[src/rtl/table_linear_interpolator_core_defines.svh]
// ----------------------------------------------------------------------------
// Assertion macros for the table linear interpolator
// Concurrent checks, compiled out when SYNTHESIS is defined.
// ----------------------------------------------------------------------------
`ifndef TABLE_LINEAR_INTERPOLATOR_CORE_DEFINES_SVH
`define TABLE_LINEAR_INTERPOLATOR_CORE_DEFINES_SVH

`ifndef SYNTHESIS
`define TLI_ASSERT_IMP(label, ante, cons) \
    label: assert property (@(posedge clk) disable iff (!rst_n) (ante) |-> (cons)) \
        else $error("tli: implication check failed");
`define TLI_ASSERT_NEXT(label, ante, cons) \
    label: assert property (@(posedge clk) disable iff (!rst_n) (ante) |=> (cons)) \
        else $error("tli: next-cycle check failed");
`else
`define TLI_ASSERT_IMP(label, ante, cons)
`define TLI_ASSERT_NEXT(label, ante, cons)
`endif

`endif

[src/rtl/tli_ram.sv]
// ----------------------------------------------------------------------------
// tli_ram
// Generic single-write, single-read RAM with registered read data.
// ----------------------------------------------------------------------------
`default_nettype none

module tli_ram #(
    parameter int WIDTH = 32,
    parameter int DEPTH = 64
) (
    input  wire logic                     clk,
    input  wire logic                     we,
    input  wire logic [$clog2(DEPTH)-1:0] waddr,
    input  wire logic [WIDTH-1:0]         wdata,
    input  wire logic [$clog2(DEPTH)-1:0] raddr,
    output logic      [WIDTH-1:0]         rdata
);

    logic [WIDTH-1:0] mem [DEPTH];

    always_ff @(posedge clk)
    begin
        if (we)
        begin
            mem[waddr] <= wdata;
        end
        rdata <= mem[raddr];
    end

endmodule

`default_nettype wire

[config.mk]
export PLATFORM = sky130hd
export DESIGN_NAME = tli_ram
export DESIGN_NICKNAME = d
export VERILOG_FILES = /design/src/rtl/table_linear_interpolator_core_defines.svh /design/src/rtl/tli_ram.sv
export SDC_FILE = /design/constraint.sdc
export NUM_CORES = 2
export LEC_CHECK = 0
export ABC_CLOCK_PERIOD_IN_PS = 5250
export BUFFER_PORTS_ARGS = -buffer_cell sky130_fd_sc_hd__buf_2
export CAP_MARGIN = 0
export CORE_UTILIZATION = 40
export DETAILED_ROUTE_END_ITERATION = 6
export PLACE_DENSITY_LB_ADDON = 0.25
export SLEW_MARGIN = 20
export SYNTH_ARGS = -nofsm -noshare
export SYNTH_HDL_FRONTEND = slang
export SYNTH_SLANG_ARGS = --single-unit
[constraint.sdc]
create_clock -name clk -period 5.25 [get_ports clk]
set_input_delay 0 -clock clk [delete_from_list [all_inputs] [get_ports clk]]
set_output_delay 0 -clock clk [all_outputs]
set_load 0.005 [all_outputs]
==> reports/results.ini <==
[yosys]
ys_ff_latch=2080
synth_area_um2=78500
synth_cell_types=34
syn_inst=3324
post_synth.cell_area_avg_um2=23.6
synth_common_cells=edfxtp_1, mux4_2, nor2_1
ys_seq_area_share_pct=79.1
syn_nets=3370
yosys-top-cells-area=edfxtp_1, mux4_2, mux2i_1
synth_edf_count=2048
synth_top_area_share_pct=78.3
ys_async_sr_fraction_pct=0
synth_top_area_cell=edfxtp_1
synth_ff_type=edfxtp_1
post-synth-top-count-cell=edfxtp_1
yosysWarnings=0

[global_route]
grt_pass1_wl_um=289000
grtUsageMet1_pct=29.7
grt_pass1_vias=37500
busiest_layer=met2
grt_start_max_net_pins=78
globalRoute.totalOverflow=0
antenna_found_initial=3
use_met2_pct=33.4
track_usage_pct=20.6
grt_use_met3_pct=2.57

[timing]
tightest_slew_ns=1.15
rsz0062_at_grt=false
min_period_ns=2.80
fmax_ghz=0.357
fin_tns_setup_ns=0
period_share_pct=53.3
timing.final.ws_setup_ns=2.45
slew-limit-headroom_pct=23.4
finalHoldViolCount=0
setup_violations=0
drv_slew=0
skew_ns=0.0327

[hold_path]
hold_path_class=input pin to flip-flop
hold_depth=3
worstHoldStart=waddr[0]
min_to=mem[55][23]

[detailed_routing]
dr.pass1.iters=6
vias=36800
drt_iter0_markers=4169
ant_nets=0
wl_um=203000
wl_per_cell_um=31.7
viasPerCell=5.73
drc_errors=0

[setup_path]
reg2reg_setup_slack_ns=3.01
setup.worst_path.end_class=flip-flop
r2r_cells=4
worstPathRequired_ns=5.93
arrival_ns=3.48
r2r-start=mem[11][2]
cp-start-kind=input pin
path_max_fanout=61
worstReg2RegEnd=rdata[2]
path_class=input pin to flip-flop

[die]
die-area_um2=198000
ios=78
initial_core_util_pct=40.3
die-width_um=445
core-area_um2=195000
num_rows=162
die_h_um=445

[cts]
root_buffer=clkbuf_16
clkTransAtPathRegs_ns=0.06
cts_made_buffers=208
clock_path_buffers=3
cts_resized=0
clock-sinks=2080
post_cts_buffers=0
cts-htree-levels=4
insertion_delay_ns=0.84
cts_hold_buf=41
cts_tree=done

[pwr]
total_leakage_power_uw=0.0279
vdd_drop_max_mv=0.331
p_per_area_nw_per_um2=386
p_total_uw=34900

[layout]
layoutNonFillerInstCount=6410
fillers=16100
area_growth_pct=15.0
drive_gt1_share_pct=29.7
nets=3650

[placed_design]
dp_slack_ns=1.82
numPortBuffers=77
gp_congestion=0.798
dp_hpwl_um=116000
dpl.cell_count=5977

[job]
maxCapViolCount=0

[status]
run_status=finished clean

==> routing by layer <==
layer / vias to the layer above / routed length, µm
li1: 14900 / -
met2: 1355 / 99000
met3: 280 / 12200
met1: 20200 / 87000
met4: 0 / 4870
met5: - / 0
==> critical path: stages <==
cell and delay, ns:
dlygate4sd3_1 0.57, buf_8 0.52, buf_4 0.47, or3b_2 0.64
o221ai_1 0.27, a21oi_1 0.13, a21oi_1 0.62, nor2_1 0.09
==> kinds of logic (layout without fill, tap and decap cells) <==
kind of cell	after synthesis	count (layout)	synth area share (%)
mux	637	637	16.8
other cells	0	6	0
buf+inv	182	638	1.13
compound gates	202	202	1.67
simple gates	223	223	1.27
flops	2080	2080	79.1
==> final cells by class <==
class                           count  area (µm²)  area share [%]
Multi-Input combinational cell   1062       16000            17.7
Tap cell                         2624        3280            3.63
Timing Repair Buffer              252        2160            2.39
Sequential cell                  2080       62100            68.8
Clock buffer                      262        5550            6.14
Antenna cell                        6        15.0          0.0166
Clock inverter                    124        1210            1.34
==> where the power goes <==
part / switching, µW / internal [µW] / leakage, µW / total [µW]
clock network: 6320 / 8410 / 0.00328 / 14700
logic: 1010 / 634 / 0.00596 / 1650
registers: 90.9 / 18400 / 0.0187 / 18500
total: 7420 / 27400 / 0.0279 / 34900
==> through the flow <==
| stage | hold slack (ns) | instance area, µm² | util [%] |
|---|---|---|---|
| CTS | 0.0528 | 90300 | 46.3 |
| global placement | 0.384 | 82900 | 42.5 |
| finish | 0.119 | 90300 | 46.3 |
| floorplan | 0.0989 | 78500 | - |
| global route | 0.0812 | 90300 | 46.3 |
| detailed placement | 0.383 | 83100 | 42.6 |
==> worst max path at each step <==
stage / from / endpoint / slack (ns)
2_1_floorplan: waddr[3] / mem[48][0] / 2.09
3_3_place_gp: raddr[0] / rdata[22] / 1.82
3_5_place_dp: raddr[0] / rdata[22] / 1.82
4_1_cts: waddr[2] / mem[13][17] / 2.51
5_1_grt: waddr[1] / mem[7][19] / 2.41
6_report: raddr[1] / rdata[5] / 2.45
==> flip-flops by register name (all words and copies together), names as in the netlist <==
signal / cells
mem: 2048
rdata: 32
==> layout by cell type (no fill, tap or decap), types with 48 or more instances in the layout <==
cell type  instances
o22ai_1           84
a21oi_1           62
clkbuf_16        209
buf_2             51
buf_4            137
nor2_1            74
edfxtp_1        2048
clkinv_1          48
mux4_2           544
mux2i_1           93
nor2_4            62
No activity file was read; power rests on OpenSTA's default activity.
