File: config.mk
export PLATFORM = sky130hd
export DESIGN_NAME = tli_muldiv
export DESIGN_NICKNAME = d
export VERILOG_FILES = /design/src/rtl/table_linear_interpolator_core_defines.svh /design/src/rtl/tli_pkg.sv /design/src/rtl/tli_muldiv.sv
export SDC_FILE = /design/constraint.sdc
export NUM_CORES = 2
export LEC_CHECK = 0
export BUFFER_PORTS_ARGS = -buffer_cell sky130_fd_sc_hd__buf_2
export CORE_MARGIN = 2
export CORE_UTILIZATION = 50
export CTS_CLUSTER_DIAMETER = 40
export DETAILED_ROUTE_END_ITERATION = 8
export PLACE_DENSITY_LB_ADDON = 0.3
export SYNTH_ARGS = -nofsm -noshare
export SYNTH_HDL_FRONTEND = slang
export SYNTH_SLANG_ARGS = --single-unit
File: constraint.sdc
create_clock -name clk -period 9.85 [get_ports clk]
set_input_delay 2.4625 -clock clk [delete_from_list [all_inputs] [get_ports clk]]
set_output_delay 2.4625 -clock clk [all_outputs]
set_load 0.1 [all_outputs]
File: src/rtl/table_linear_interpolator_core_defines.svh
// ----------------------------------------------------------------------------
// Assertion macros for the table linear interpolator
// Concurrent checks, compiled out when SYNTHESIS is defined.
// ----------------------------------------------------------------------------
`ifndef TABLE_LINEAR_INTERPOLATOR_CORE_DEFINES_SVH
`define TABLE_LINEAR_INTERPOLATOR_CORE_DEFINES_SVH

`ifndef SYNTHESIS
`define TLI_ASSERT_IMP(label, ante, cons) \
    label: assert property (@(posedge clk) disable iff (!rst_n) (ante) |-> (cons)) \
        else $error("tli: implication check failed");
`define TLI_ASSERT_NEXT(label, ante, cons) \
    label: assert property (@(posedge clk) disable iff (!rst_n) (ante) |=> (cons)) \
        else $error("tli: next-cycle check failed");
`else
`define TLI_ASSERT_IMP(label, ante, cons)
`define TLI_ASSERT_NEXT(label, ante, cons)
`endif

`endif

File: src/rtl/tli_pkg.sv
// ----------------------------------------------------------------------------
// tli_pkg
// Shared types and constants of the table linear interpolator.
// ----------------------------------------------------------------------------
`default_nettype none

package tli_pkg;

    localparam int MAX_POINTS = 64;
    localparam int IDX_W      = $clog2(MAX_POINTS);
    localparam int CNT_W      = IDX_W + 1;
    localparam int DATA_W     = 32;
    localparam int CFG_W      = 7;
    localparam int PROD_W     = 65;
    localparam int QUO_W      = 33;
    localparam int DIV_STEPS  = QUO_W;
    localparam int DCNT_W     = $clog2(DIV_STEPS + 1);

    typedef enum logic {
        OP_LOAD  = 1'b0,
        OP_QUERY = 1'b1
    } opcode_t;

    typedef struct packed {
        opcode_t                    opcode;
        logic [5:0]                 point_index;
        logic signed [DATA_W-1:0]   point_x;
        logic signed [DATA_W-1:0]   point_y;
        logic signed [DATA_W-1:0]   query_x;
    } in_item_t;

    typedef struct packed {
        logic signed [DATA_W-1:0]   result_y;
        logic                       clamped;
    } out_item_t;

    typedef enum logic [3:0] {
        ST_IDLE,
        ST_RD_FIRST,
        ST_RD_LAST,
        ST_CHK_ENDS,
        ST_SRCH_RD,
        ST_SRCH_CMP,
        ST_SEG_LO,
        ST_SEG_HI,
        ST_SEG_CAP,
        ST_WAIT_MD,
        ST_FINISH
    } state_t;

    typedef enum logic [2:0] {
        MD_IDLE,
        MD_MUL_LO,
        MD_MUL_HI,
        MD_DIV,
        MD_DONE
    } md_state_t;

    typedef struct packed {
        logic               start;
        logic [QUO_W-1:0]   mag;
        logic [DATA_W-1:0]  t;
        logic [DATA_W-1:0]  dx;
    } md_req_t;

    typedef struct packed {
        logic               busy;
        logic               done;
        logic [QUO_W-1:0]   quo;
    } md_rsp_t;

endpackage

`default_nettype wire

File: src/rtl/tli_muldiv.sv
// ----------------------------------------------------------------------------
// tli_muldiv
// Computes mag * t / dx: two-step multiply, then one quotient bit per cycle.
// ----------------------------------------------------------------------------
`default_nettype none

module tli_muldiv (
    input  wire logic            clk,
    input  wire logic            rst_n,
    input  wire tli_pkg::md_req_t req,
    output tli_pkg::md_rsp_t     rsp
);

    tli_pkg::md_state_t state_reg, state_next;

    logic [tli_pkg::QUO_W-1:0]  mag_reg;
    logic [tli_pkg::DATA_W-1:0] t_reg;
    logic [tli_pkg::DATA_W-1:0] dx_reg;
    logic [tli_pkg::PROD_W-1:0] prod_reg;
    logic [tli_pkg::DATA_W-1:0] rem_reg;
    logic [tli_pkg::QUO_W-1:0]  low_reg;
    logic [tli_pkg::DCNT_W-1:0] cnt_reg;

    logic [tli_pkg::PROD_W-1:0] prod_full;
    logic [tli_pkg::DATA_W:0]   rem_shift;
    logic [tli_pkg::DATA_W:0]   rem_sub;
    logic                       rem_ge;
    logic                       last_step;

    // t <= dx, so the quotient fits 33 bits and the top 32 product bits stay below dx
    assign prod_full = prod_reg
        + (tli_pkg::PROD_W'(mag_reg * t_reg[31:16]) << 16);
    assign rem_shift = {rem_reg, low_reg[tli_pkg::QUO_W-1]};
    assign rem_sub   = rem_shift - {1'b0, dx_reg};
    assign rem_ge    = (rem_shift >= {1'b0, dx_reg});
    assign last_step = (cnt_reg == tli_pkg::DCNT_W'(tli_pkg::DIV_STEPS - 1));

    always_comb
    begin
        state_next = state_reg;
        unique case (state_reg)
            tli_pkg::MD_IDLE:
            begin
                if (req.start)
                begin
                    state_next = tli_pkg::MD_MUL_LO;
                end
            end
            tli_pkg::MD_MUL_LO: state_next = tli_pkg::MD_MUL_HI;
            tli_pkg::MD_MUL_HI: state_next = tli_pkg::MD_DIV;
            tli_pkg::MD_DIV:
            begin
                if (last_step)
                begin
                    state_next = tli_pkg::MD_DONE;
                end
            end
            tli_pkg::MD_DONE:   state_next = tli_pkg::MD_IDLE;
            default:            state_next = tli_pkg::MD_IDLE;
        endcase
    end

    always_comb
    begin
        rsp.busy = (state_reg != tli_pkg::MD_IDLE);
        rsp.done = (state_reg == tli_pkg::MD_DONE);
        rsp.quo  = low_reg;
    end

    always_ff @(posedge clk or negedge rst_n)
    begin
        if (!rst_n)
        begin
            state_reg <= tli_pkg::MD_IDLE;
            cnt_reg   <= '0;
        end
        else
        begin
            state_reg <= state_next;
            if (state_reg == tli_pkg::MD_MUL_HI)
            begin
                cnt_reg <= '0;
            end
            else if (state_reg == tli_pkg::MD_DIV)
            begin
                cnt_reg <= cnt_reg + 1'b1;
            end
        end
    end

    always_ff @(posedge clk)
    begin
        unique case (state_reg)
            tli_pkg::MD_IDLE:
            begin
                if (req.start)
                begin
                    mag_reg <= req.mag;
                    t_reg   <= req.t;
                    dx_reg  <= req.dx;
                end
            end
            tli_pkg::MD_MUL_LO:
            begin
                prod_reg <= tli_pkg::PROD_W'(mag_reg * t_reg[15:0]);
            end
            tli_pkg::MD_MUL_HI:
            begin
                rem_reg <= prod_full[tli_pkg::PROD_W-1:tli_pkg::QUO_W];
                low_reg <= prod_full[tli_pkg::QUO_W-1:0];
            end
            tli_pkg::MD_DIV:
            begin
                rem_reg <= rem_ge ? rem_sub[tli_pkg::DATA_W-1:0]
                                  : rem_shift[tli_pkg::DATA_W-1:0];
                low_reg <= {low_reg[tli_pkg::QUO_W-2:0], rem_ge};
            end
            tli_pkg::MD_DONE:
            begin
            end
            default:
            begin
            end
        endcase
    end

endmodule

`default_nettype wire

==> impl_results.md <==
- Run status: finished, final reports clean
- Least setup slack across all paths after layout: 0.572 ns
- Floorplan die width: just over 300 µm
- Worst hold-check path type: reg2reg
- Critical R2R Capture: rem_reg[31]
- Via count of the first global-routing pass: approximately 35000
- Half-perimeter wire length after placement: between 90000 and 100000 µm
- I/O Buffers: around 130
- Post-layout min period: approximately 9.3 ns
- Met2 wire length: ~54000 µm
- Initial Utilization: between 50% and 60%
- Startpoint type of the worst setup path: flip-flop
- Crit path from: t_reg[19]
- Worst stage delay on the critical path: 1.25 ns
- TritonCTS clock tree: built
- Post-synthesis cell count: around 5000
- Part of the power in combinational logic: 57.4%
- Clock-pin transition on the worst setup and hold timing paths: around 0.05 ns
- Final core utilization: a little over half
- Syn avg cell area: 9.21 µm²
- Critical Path End Type: flip-flop
- Cell repeated most along the worst path: sky130_fd_sc_hd__fa_1
- Insertion delay to the later sink of the worst-skew pair: ~0.65 ns
- Maximum buffer depth of the clock tree: 3
- Pin count of the biggest net entering global routing: 82
- CP Class: reg2reg
- Share of synthesized flip-flops with an asynchronous set or reset: around 4.1%
- Static leakage: 23.2 nW
- Distinct cells, synth: 100
- Most instantiated cells after synthesis: sky130_fd_sc_hd__inv_1, sky130_fd_sc_hd__nand2_1, sky130_fd_sc_hd__fa_1
- Total count of hold-check failures in the final report: 0
- Total Die Area: about 92000 µm²
- Worst setup endpoint: rem_reg[31]
- Clock group share of total power: a little under a quarter
- Number of nets produced by synthesis: approximately 6100
- Arrival @ worst endpoint: 9.74 ns
- Number of flops mapped to enable cells by yosys: 211
- Post-route clock skew: between 0.04 and 0.05 ns
- Number of levels the H-tree was split into: 2
- Count of yosys warnings during synthesis: 0
- Reg power frac: 19.5%
- Overall power of the completed layout: ~7.6 mW
- Count of hold buffers inserted by post-cts repair: 0
- Number of nets in the final layout: roughly 6000
- Total power density per cell area: 158 nW/µm²
- Data required time of the critical path: ~10 ns
- DRC marker count from the first detailed-route iteration: around 2400
- # Max-Cap Violations: 0
- Setup Slack @ Placement: 0.559 ns
- Met1 wire length: ~52000 µm
- Net Sw Power: between 3 and 4 mW
- RD Place Congestion: just over 0.9
- Top Metal Used: met5
- Critical Path Fanout Max: 33
- Wire length of the first global-routing pass: slightly below 200000 µm
- Core Rows: 109
- Library cell used as clock root buffer: sky130_fd_sc_hd__clkbuf_16
- GRT Overall Usage: 27.0%
- Reg-to-reg slack, setup: roughly 0.57 ns
- Wire length reported by the detailed router: between 100000 and 150000 µm
- Upper clock frequency limit: 0.108 GHz
- Share of synthesized area occupied by flip-flops and latches: 14.7%
- Post-synth top area share: around two fifths
- Total clock buffers created by CTS: 52
- Final setup TNS: 0 ns
- Met3 wire len: between 10000 and 15000 µm
- Cells on worst reg2reg path: 30
- Layout cells sized above 1: 6.92%
- Cell taking the most area after synthesis: sky130_fd_sc_hd__fa_1
- Most common cell in the netlist: sky130_fd_sc_hd__inv_1
- Master of the slowest instance on the critical path: sky130_fd_sc_hd__edfxtp_1
- First-pass iteration count of the detailed router: 5
- Final setup violating endpoints: 0
- Number of DRC violations after detailed routing: 0
- Start of the worst register-to-register path: t_reg[19]
- Detailed-route vias per instance: roughly 5.5
- Largest register FFs: just under 50
- Core footprint: 88500 µm²
- Antenna Violating Nets Remaining: 0
- Tightest slew margin relative to the limit: a little over 8%
- I/O pin total: approximately 140
- Tightest Pin Transition: about 1.4 ns
- Synthesis-stage register bit count: 220
- Fin crit share: 94.2%
- Overall overflow remaining after global route: 0
- Share of total power consumed by net switching: a little under half
- Cell types occupying the most area after synthesis: sky130_fd_sc_hd__fa_1, sky130_fd_sc_hd__edfxtp_1, sky130_fd_sc_hd__ha_1
- Number of sinks on the clock net: 220
- Height of the die: between 300 and 400 µm
- Layout area overhead: 7.93%
- Cell-internal power: between 4 and 5 mW
- Synthesized area: between 40000 and 50000 µm²
- WL/cell: between 15 and 20 µm
- Antenna violations before repair: 10
- Total via count in the routed design: 33400
- Setup repair after global routing missed its margin: false
- Top FF cell, synth: sky130_fd_sc_hd__edfxtp_1
- Maximum ir drop on the vdd rail: ~0.18 mV
- Final Max Tran Viols: 0
what timing repair did:
| action | in CTS | in global routing |
|---|---|---|
| endpoints found under the setup margin | 0 | 1 |
| gates resized for setup | 0 | 0 |
| hold endpoints to repair | 0 | 0 |
| buffers inserted | 0 | 2 |
cell usage in the layout (no fill, tap or decap), types with 10 or more instances in the layout:
cell type / count
sky130_fd_sc_hd__o21ai_1: 11
sky130_fd_sc_hd__nand2_1: 878
sky130_fd_sc_hd__o21bai_1: 16
sky130_fd_sc_hd__a31oi_1: 17
sky130_fd_sc_hd__xor2_1: 48
sky130_fd_sc_hd__and3_1: 21
sky130_fd_sc_hd__inv_1: 950
sky130_fd_sc_hd__a21oi_1: 167
sky130_fd_sc_hd__nor2b_1: 22
sky130_fd_sc_hd__nor2_1: 110
sky130_fd_sc_hd__fa_1: 866
sky130_fd_sc_hd__o21a_1: 23
sky130_fd_sc_hd__nand3_1: 41
sky130_fd_sc_hd__a211oi_1: 31
sky130_fd_sc_hd__ha_1: 314
sky130_fd_sc_hd__o21ai_0: 82
sky130_fd_sc_hd__o211ai_1: 23
sky130_fd_sc_hd__clkbuf_16: 52
sky130_fd_sc_hd__a21o_1: 82
sky130_fd_sc_hd__buf_4: 74
sky130_fd_sc_hd__xnor2_1: 95
sky130_fd_sc_hd__o31ai_1: 10
sky130_fd_sc_hd__and2_1: 353
sky130_fd_sc_hd__nand2b_1: 21
sky130_fd_sc_hd__buf_2: 134
sky130_fd_sc_hd__nor3_1: 25
sky130_fd_sc_hd__o211a_1: 11
sky130_fd_sc_hd__nand4_1: 20
sky130_fd_sc_hd__edfxtp_1: 211
critical path: cells and delay by family, from the launching register on:
family | cells | cell delay (ns)
adder cells (fa/ha/maj) | 8 | 3.81
AND/OR/NAND/NOR | 10 | 1.86
flip-flops | 1 | 1.25
XOR/XNOR | 1 | 0.15
AO/OA/AOI/OAI | 8 | 1.88
buffers and inverters | 3 | 0.14
worst min-delay path by stage:
stage / from / end / slack [ns] / cells past startpoint
after floorplan: state_reg[2] / state_reg[0] / 0.46 / 1
after global placement: prod_reg[11] / low_reg[11] / 0.50 / 2
after detailed placement: prod_reg[5] / low_reg[5] / 0.50 / 2
after CTS: prod_reg[5] / low_reg[5] / 0.51 / 2
after global routing: prod_reg[13] / low_reg[13] / 0.54 / 2
final: prod_reg[12] / low_reg[12] / 0.51 / 2
final cells by class:
class                           instances  area, µm²
Tap cell                             1165       1460
Inverter                              951       3570
Antenna cell                            1       2.50
Clock buffer                           52       1300
Timing Repair Buffer                  210       1250
Fill cell                            8008      40200
Multi-Input combinational cell       3449      33700
Clock inverter                         43        487
Sequential cell                       220       6560
power by group through the flow:
stage	registers, mW	clock network [mW]	logic [mW]
5_1_grt	1.51	1.85	4.86
2_1_floorplan	1.99	0	2.85
3_3_place_gp	1.51	0	4.32
6_report	1.49	1.76	4.39
3_5_place_dp	1.51	0	4.34
4_1_cts	1.49	1.81	4.37
through the flow:
step | hold slack, ns | cells | cell area, µm²
3_5_place_dp | 0.497 | 5993 | 46500
5_1_grt | 0.543 | 6090 | 48300
2_1_floorplan | 0.459 | 4860 | 44800
3_3_place_gp | 0.496 | 5993 | 46500
4_1_cts | 0.513 | 6088 | 48300
6_report | 0.514 | 6091 | 48300
layer usage:
metal | vias up | track usage (%)
met5 | - | 0
met4 | 4 | 6.17
met3 | 178 | 6.48
met2 | 1355 | 42.8
met1 | 16800 | 37.6
li1 | 15100 | -
cells by family (layout without fill, tap and decap cells):
kind of cell	count (synthesis)	count (layout)	share of synthesized area (%)
and+or+nand+nor	1551	1551	16.2
buffers and inverters	1191	1256	10.1
adders and majority gates	1180	1180	47.5
AOI/OAI and AO/OA	566	566	8.43
DFF	220	220	14.7
xor gates and xnor gates	144	144	2.86
muxes	8	8	0.179
other	0	1	0
No activity file was read; power rests on OpenSTA's default activity.
